**config.mk**
```make
export PLATFORM = sky130hd
export DESIGN_NAME = ra_divider
export DESIGN_NICKNAME = d
export VERILOG_FILES = /design/src/hw/rtl/ra_pkg.sv /design/src/hw/rtl/ra_divider.sv
export SDC_FILE = /design/constraint.sdc
export NUM_CORES = 1
export LEC_CHECK = 0
export BUFFER_PORTS_ARGS = -buffer_cell sky130_fd_sc_hd__buf_2
export CELL_PAD_IN_SITES_DETAIL_PLACEMENT = 0
export CELL_PAD_IN_SITES_GLOBAL_PLACEMENT = 1
export CORE_MARGIN = 10
export CORE_UTILIZATION = 42
export DETAILED_ROUTE_END_ITERATION = 12
export GPL_ROUTABILITY_DRIVEN = 0
export MAX_ROUTING_LAYER = met4
export PLACE_DENSITY_LB_ADDON = 0.1
export SYNTH_ARGS = -nofsm -noshare
export SYNTH_HDL_FRONTEND = slang
export SYNTH_SLANG_ARGS = --single-unit
```
**constraint.sdc**
```tcl
create_clock -name clock -period 9.45 [get_ports clock]
set_input_delay 0 -clock clock [delete_from_list [all_inputs] [get_ports clock]]
set_output_delay 0 -clock clock [all_outputs]
set_load 0.005 [all_outputs]
```
**src/hw/rtl/ra_pkg.sv**
```systemverilog
// ra_pkg: shared types and constants for the rational accumulator
// no dependencies

package ra_pkg;

   localparam int WIDTH_DEF = 32;

   typedef enum logic [1:0] {
      ACT_LOAD = 2'd0,
      ACT_ADD  = 2'd1,
      ACT_ABS  = 2'd2,
      ACT_RSVD = 2'd3
   } action_type;

   typedef enum logic [1:0] {
      ST_OK       = 2'd0,
      ST_ZERO_DEN = 2'd1,
      ST_OVERFLOW = 2'd2,
      ST_RSVD     = 2'd3
   } status_type;

   // request to the shared divider
   typedef struct packed {
      logic        start;
      logic [63:0] dividend;
      logic [63:0] divisor;
   } div_req_type;

   typedef struct packed {
      logic        done;
      logic [63:0] quotient;
      logic [63:0] remainder;
   } div_rsp_type;

endpackage

```
**src/hw/rtl/ra_divider.sv**
```systemverilog
// ra_divider: 64-bit restoring divider, one quotient bit per cycle
// depends on ra_pkg

module ra_divider
   import ra_pkg::*;
(
   input  logic        clock,
   input  logic        reset,
   input  div_req_type req,
   output div_rsp_type rsp
);

   logic [63:0] quo_ff, quo_in;
   logic [64:0] rem_ff, rem_in;
   logic [63:0] dsr_ff, dsr_in;
   logic [6:0]  cnt_ff, cnt_in;
   logic        busy_ff, busy_in;
   logic        done_ff, done_in;
   logic [64:0] trial;
   logic [64:0] shifted;

   always_comb begin
      quo_in  = quo_ff;
      rem_in  = rem_ff;
      dsr_in  = dsr_ff;
      cnt_in  = cnt_ff;
      busy_in = busy_ff;
      done_in = 1'b0;
      shifted = {rem_ff[63:0], quo_ff[63]};
      trial   = shifted - {1'b0, dsr_ff};
      if (req.start) begin
         quo_in  = req.dividend;
         rem_in  = '0;
         dsr_in  = req.divisor;
         cnt_in  = 7'd0;
         busy_in = 1'b1;
      end else if (busy_ff) begin
         if (!trial[64]) begin
            rem_in = trial;
            quo_in = {quo_ff[62:0], 1'b1};
         end else begin
            rem_in = shifted;
            quo_in = {quo_ff[62:0], 1'b0};
         end
         cnt_in = cnt_ff + 7'd1;
         if (cnt_ff == 7'd63) begin
            busy_in = 1'b0;
            done_in = 1'b1;
         end
      end
   end

   always_ff @(posedge clock) begin
      if (reset) begin
         busy_ff <= 1'b0;
         done_ff <= 1'b0;
         cnt_ff  <= '0;
      end else begin
         busy_ff <= busy_in;
         done_ff <= done_in;
         cnt_ff  <= cnt_in;
      end
      quo_ff <= quo_in;
      rem_ff <= rem_in;
      dsr_ff <= dsr_in;
   end

   assign rsp.done      = done_ff;
   assign rsp.quotient  = quo_ff;
   assign rsp.remainder = rem_ff[63:0];

   a_busy_done: assert property (@(posedge clock) disable iff (reset)
      done_ff |-> !busy_ff) else $error("divider done while busy");
   a_start_busy: assert property (@(posedge clock) disable iff (reset)
      req.start |=> busy_ff) else $error("divider did not start");
   a_rem_bound: assert property (@(posedge clock) disable iff (reset)
      done_ff |-> rem_ff[63:0] < dsr_ff || dsr_ff == 64'd0)
      else $error("remainder not below divisor");

endmodule
```
==> metrics.cfg, run 1 <==
[status]
status=complete, no violations

[cells_and_area]
final_net_count=1795
seqCellArea_sq_um=5309
antenna_cells=0
fill_cells=2513
multi_input_area_sq_um=6017
layout_common_cells=buf_2, nand2_1, dlygate4sd3_1
area_delta_synth_final_pct=31.12
mostFrequentLayoutCell=buf_2
final_layout_size_suffix_gt1_share_pct=23.90

[global_route]
grt_start_max_net_pins=76
overflow=0
track_usage_pct=20.37
grt_pass1_wl_microns=58700
antenna_found_initial=0
grt_pass1_vias=10980

[die]
core_sq_um=27860
die-area_sq_um=35500
io_pins=260
initial_core_util_pct=42.77
fp.dieH_microns=188.4
rows=61
die_w_microns=188.4

[detailed_routing]
vias_per_cell=5.281
wl_met3_microns=2338
ant_nets=0
routed_wirelength_microns=35900
route.met2.wl_microns=16180
vias=10530
drc=0
dr.pass1.iters=5
wl_per_cell_microns=18.01
wl_met1_microns=16230
drt_first_iter_violations=730
top_layer_used=met4

[clock_network]
insertion_delay_ns=0.54
htreeDepth=1
clkSinkCount=201
cts_made_buffers=24
cts_setup_buffers=0
cts_buffer_depth=3
cts_root_buf=clkbuf_16
clk_pin_slew_ns=0.06
cts_tree=built

[power_and_ir_drop]
switching_power_uw=833.0
power.internal_uw=1894
finalPower_uw=2727
swShare_pct=30.55
vdd_drop_max_mv=0.1390
power_frac_comb_pct=25.7
pwr-share-clk_pct=35.0
seq_power_share_pct=39.4
leakage_uw=0.006761
power.density_nw_per_um2=174.6

[logic_synthesis]
synthSimpleGateAreaFrac_pct=14.58
synth_enable_flop_cells=128
synth_xor_area_share_pct=4.484
async_flop_share_pct=0
netlist_area_sq_um=11910
synth.ff_latch_count=201
synth.area.mux_share_pct=6.879
synth-adder-area-share_pct=6.994
yosysSeqAreaShare_pct=44.53
yosysWarnings=0
synth_compound_area_share_pct=17.42
synthFlopType=edfxtp_1
synth_cells=1240
synth_fp_nets=1437
yosys.cell_types.count=73
synth_top_family_by_area=compound AO/OA/AOI/OAI gates
syn_avg_cell_area_sq_um=9.608

[worst_setup_path]
cp_slowest_stage_delay_ns=0.56
crit_buf_inv=2
cp-start-kind=flop
crit_slowest_cell=or4_1
critPathArrivalTime_ns=4.45
crit_path_max_fanout=32
end_kind=flop
path_cells=inv_1 -> ha_1 -> fa_1 -> nand2b_1 -> a21o_1 -> a31o_4 -> o31ai_4 -> a211oi_2 -> nor4_4 -> or2_1 -> xnor2_2 -> buf_4 -> or4_1 -> a211oi_1
cp_top_family=simple AND/OR/NAND/NOR gates
critPathKind=reg -> reg
required_ns=9.90

[timing]
setup_violations=0
post-route-period-util_pct=42.34
setup_tns_ns=0
fmax_mhz=249.9
worstMarginPinSlew_ns=0.9360
drv_slew=0
hold_viol=0
slew_headroom_pct=37.60
fin_worst_skew_ns=0.01707
final.min_clock_period_ns=4.001
rsz0062_at_grt=false
fin_ws_ns=5.449

[flow_run]
maxCapViolCount=0

[placement]
numPortBuffers=259
place_hpwl_microns=25620
preCtsSetupSlack_ns=5.437

[hold_path]
hp-class=in -> reg

-- area by class of cell --
class / instances / area share, %
sequential: 201 / 33.98
timing repair buffer: 398 / 17.10
clock buffer: 31 / 4.141
tap: 378 / 3.028
clock inverter: 12 / 1.113
multi-input combinational: 885 / 38.52
inverter: 88 / 2.115
-- stage by stage --
stage          instances  hold WS [ns]  util [%]  area, sq um
5_1_grt             1993        0.1516     56.07        15620
6_report            1993        0.1590     56.07        15620
2_1_floorplan       1240       0.07238         -        11910
4_1_cts             1993        0.1350     56.07        15620
3_3_place_gp        1820        0.1654     48.46        13500
3_5_place_dp        1820        0.1689     48.46        13500
-- worst paths after layout --
kind / slack, ns / from / cells after the start / end
worst max-delay path: 5.45 / quo_ff[63] / 14 / rem_ff[52]
worst min-delay path: 0.16 / req[44] / 2 / dsr_ff[44]
worst max register to register: 5.45 / quo_ff[63] / 14 / rem_ff[52]
worst min register to register: 0.49 / cnt_ff[6] / 2 / cnt_ff[6]
-- what timing repair did --
| action | in CTS | in global routing |
|---|---|---|
| hold buffers | 130 | 0 |
| endpoints found under the hold margin | 173 | 0 |
| resized for setup | 0 | 0 |
-- sequential cells by signal, indices dropped and copies added, names as in the netlist --
signal,cells
rem_ff,64
dsr_ff,64
busy_ff,1
done_ff,1
quo_ff,64
cnt_ff,7
-- worst reg2reg max path, cell delays in order, from the launching register on --
cell,delay [ns]
edfxtp_1,0.36
inv_1,0.05
ha_1,0.21
fa_1,0.39
nand2b_1,0.18
a21o_1,0.22
a31o_4,0.27
o31ai_4,0.33
a211oi_2,0.18
nor4_4,0.33
or2_1,0.27
xnor2_2,0.08
buf_4,0.28
or4_1,0.57
a211oi_1,0.20
-- Yosys cell counts (all sizes together), types with 11 or more instances --
cell / count / area [sq um]
inv: 88 / 330.3
mux2i: 11 / 110.1
xor2: 26 / 227.7
buf: 16 / 90.08
dfxtp: 73 / 1461
clkbuf: 50 / 188.9
a21oi: 90 / 450.4
o21ai: 59 / 295.3
mux2: 63 / 709.4
nand2: 163 / 611.8
a21o: 26 / 195.2
nor2: 88 / 330.3
ha: 65 / 813.3
a311oi: 41 / 359.1
xnor2: 35 / 306.5
nand3: 25 / 125.1
a31oi: 11 / 68.82
nand4: 22 / 137.6
o21bai: 20 / 150.1
edfxtp: 128 / 3844
nor3: 12 / 60.06
-- power groups by stage --
| stage | clock network, uW | logic (uW) | registers (uW) |
|---|---|---|---|
| floorplan | 0 | 440 | 1090 |
| global placement | 0 | 656 | 1090 |
| detailed placement | 0 | 656 | 1090 |
| CTS | 982 | 701 | 1070 |
| global route | 1010 | 784 | 1090 |
| finish | 953 | 700 | 1070 |
-- metal layers --
layer / GRT usage, % / vias up
li1: - / 5234
met2: 31.94 / 322
met3: 4.339 / 68
met1: 25.97 / 4902
met4: 6.197 / 0
met5: - / -
-- logic make-up after synthesis --
| family | count (synthesis) |
|---|---|
| muxes | 74 |
| AOI/OAI and AO/OA | 309 |
| buffers and inverters | 154 |
| and+or+nand+nor | 375 |
| adders and majority gates | 66 |
| DFF | 201 |
| xor gates and xnor gates | 61 |
No activity file was read; power rests on OpenSTA's default activity.
==> run 2: changes to the inputs <==
ABC_AREA = 1   (was not set)
CORE_UTILIZATION = 36   (was 42)
clock period = 3.31 ns   (was 9.45 ns; I/O delays follow)
==> run 2 against run 1 <==
Compared with the run above: clock skew down 0.0020 ns; die area is 37% higher; critical path depth increased by 4; critical path type unchanged; largest cell class unchanged.
==> metrics.cfg, run 2 <==
[cells_and_area]
final_layout_size_suffix_gt1_share_pct=12.66  ; -11 points
final_net_count=2880  ; +60%
area_delta_synth_final_pct=26.79
layout_common_cells=nand2_1, inv_1, buf_2
reg_top3=dsr_ff x64, quo_ff x64, rem_ff x64
utilization_pct=46.19  ; -9.9 points
antenna_cells=0  ; unchanged
mostFrequentLayoutCell=nand2_1

[logic_synthesis]
synthSimpleGateAreaFrac_pct=38.35  ; +24 points
synthFlopType=edfxtp_1
yosys.area.top_type=nand2_1
yosysWarnings=0  ; unchanged
synth.area.mux_share_pct=0  ; -6.9 points
synth-adder-area-share_pct=5.744  ; -1.2 points
syn_avg_cell_area_sq_um=6.296  ; -34%
synth_area_leaders=nand2_1, edfxtp_1, inv_1, dfxtp_1, ha_1
synth.most_common_cell=nand2_1
yosysSeqAreaShare_pct=36.57  ; -8.0 points
synth_top_area_share_pct=27.84  ; -4.4 points
async_flop_share_pct=0  ; unchanged
synth_compound_area_share_pct=2.467  ; -15 points
synth_common_cells=nand2_1, inv_1, edfxtp_1
synth_fp_nets=2501  ; +74%
synth_enable_flop_cells=128  ; unchanged
synth_cells=2304  ; +86%
synth.ff_latch_count=201  ; unchanged
netlist_area_sq_um=14510  ; +22%
synth_xor_area_share_pct=1.872  ; -2.6 points
synth_top_family_by_area=simple AND/OR/NAND/NOR gates
yosys.cell_types.count=37  ; -49%

[power_and_ir_drop]
swShare_pct=25.89  ; -4.7 points
leakage_uw=0.01054  ; +56%
power_frac_comb_pct=13.9  ; -12 points
vdd_drop_max_mv=0.4294  ; +210%
power.density_nw_per_um2=349.9  ; +100%
pwr-share-clk_pct=40.8  ; +5.8 points
power.internal_uw=4770  ; +150%
seq_power_share_pct=45.3  ; +5.9 points
finalPower_uw=6436  ; +140%
switching_power_uw=1666  ; +100%

[timing]
drv_slew=0  ; unchanged
fin_ws_ns=0.4891  ; -4.960 ns
post-route-period-util_pct=85.22  ; +43 points
fin_worst_skew_ns=0.01503  ; -0.002038 ns
worstMarginPinSlew_ns=1.069  ; +0.1327 ns
fmax_mhz=354.5  ; +42%
setup_tns_ns=0  ; unchanged
rsz0062_at_grt=false
final.min_clock_period_ns=2.821  ; -1.180 ns
setup_violations=0  ; unchanged
slew_headroom_pct=28.65  ; -9.0 points
holdWs_ns=0.01281  ; -0.1462 ns
hold_viol=0  ; unchanged

[die]
die-area_sq_um=48720  ; +37%
initial_core_util_pct=36.43  ; -6.3 points
core_sq_um=39820  ; +43%
fp.dieH_microns=220.7  ; +17%
die_w_microns=220.7  ; +17%
io_pins=260  ; unchanged
rows=73  ; +20%

[worst_setup_path]
worstReg2RegEnd=quo_ff[0]
crit_path_max_fanout=65  ; +100%
reg2regPathDepth=18  ; +4
endpoint=quo_ff[0]
reg2reg_slack_ns=0.49  ; -4.96 ns
critPathArrivalTime_ns=3.09  ; -1.36 ns
required_ns=3.58  ; -6.32 ns
cp-start-kind=flop
startpoint=quo_ff[63]
crit-reg2reg-launch=quo_ff[63]
end_kind=flop
critPathKind=reg -> reg

[clock_network]
htreeDepth=1  ; unchanged
insertion_delay_ns=0.55  ; about the same
cts_buffer_depth=3  ; unchanged
post_cts_resized=0  ; unchanged
clkSinkCount=201  ; unchanged
ctsHoldBuffers=129  ; -0.77%
cts_setup_buffers=0  ; unchanged
cts_made_buffers=25  ; +4.2%
cts_tree=built
cts_root_buf=clkbuf_16
clk_pin_slew_ns=0.06  ; about the same

[global_route]
grt_pass1_wl_microns=79330  ; +35%
grt_start_max_net_pins=84  ; +11%
antenna_found_initial=0  ; unchanged
grt_pass1_vias=14520  ; +32%
overflow=0  ; unchanged
track_usage_pct=21.04  ; +0.67 points

[placement]
place_hpwl_microns=39990  ; +56%
numPortBuffers=259  ; unchanged
preCtsSetupSlack_ns=0.4372  ; -5.000 ns

[detailed_routing]
ant_nets=0  ; unchanged
drt_first_iter_violations=873  ; +20%
dr.pass1.iters=5  ; unchanged
vias=14400  ; +37%
drc=0  ; unchanged
wl_per_cell_microns=15.59  ; -13%
routed_wirelength_microns=50300  ; +40%
vias_per_cell=4.463  ; -15%

[status]
status=complete, no violations

[hold_path]
hp-class=in -> reg

[flow_run]
maxCapViolCount=0  ; unchanged

## run 2: power by group through the flow
stage          combinational [uW]  clock [uW]  sequential, uW
2_1_floorplan                 427           0            2960
3_3_place_gp                  778           0            2960
3_5_place_dp                  779           0            2960
4_1_cts                       902        2710            2920
5_1_grt                      1010        2800            2930
6_report                      894        2630            2920
## run 2: how the worst min path moves through the flow
stage,from,end,depth (start not counted),slack (ns)
CTS,req[128],dsr_ff[3],1,0.02
global placement,req[43],dsr_ff[43],1,0.18
detailed placement,req[43],dsr_ff[43],1,0.18
finish,req[128],dsr_ff[3],1,0.01
floorplan,req[0],dsr_ff[0],0,0.1
global route,req[128],dsr_ff[3],1,0.03
## run 2: cell type report
| type | instances | area, sq um |
|---|---|---|
| Tap cell | 525 | 656.9 |
| Sequential cell | 201 | 5305 |
| Clock buffer | 39 | 708.2 |
| Timing Repair Buffer | 394 | 2673 |
| Inverter | 516 | 1937 |
| Fill cell | 4246 | 21430 |
| Multi-Input combinational cell | 1545 | 7041 |
| Clock inverter | 7 | 72.57 |
## run 2: stage by stage
stage,cell area (sq um),instances
global placement,16320,3052
global route,18390,3227
finish,18390,3227
detailed placement,16320,3052
CTS,18390,3227
floorplan,14510,2304
## run 2: logic make-up after synthesis
logic type,after synthesis
adder cells (fa/ha/maj),66
XOR/XNOR,31
AO/OA/AOI/OAI,67
AND/OR/NAND/NOR,1381
flip-flops,201
buffers and inverters,558
## run 2: per-layer routing
layer | track usage (%) | part of all wire [%] | vias to the layer above
li1 | - | - | 7610
met1 | 27.06 | 46 | 6374
met2 | 33.60 | 45 | 361
met3 | 4.411 | 6.5 | 58
met4 | 4.330 | 1.9 | 0
met5 | - | 0 | -
## run 2: critical path, cell delays in order, from the launching register on
cell,delay (ns)
edfxtp_1,0.33
inv_1,0.06
ha_1,0.23
fa_1,0.42
inv_1,0.12
nand2_1,0.06
nand2_1,0.06
nand3_1,0.07
nand2_2,0.12
nand2_1,0.07
nand2_2,0.09
nand2_1,0.07
nand2_2,0.11
nand2_4,0.08
nand2_4,0.08
nand2_2,0.05
nand2_2,0.08
buf_12,0.28
o21ai_0,0.12
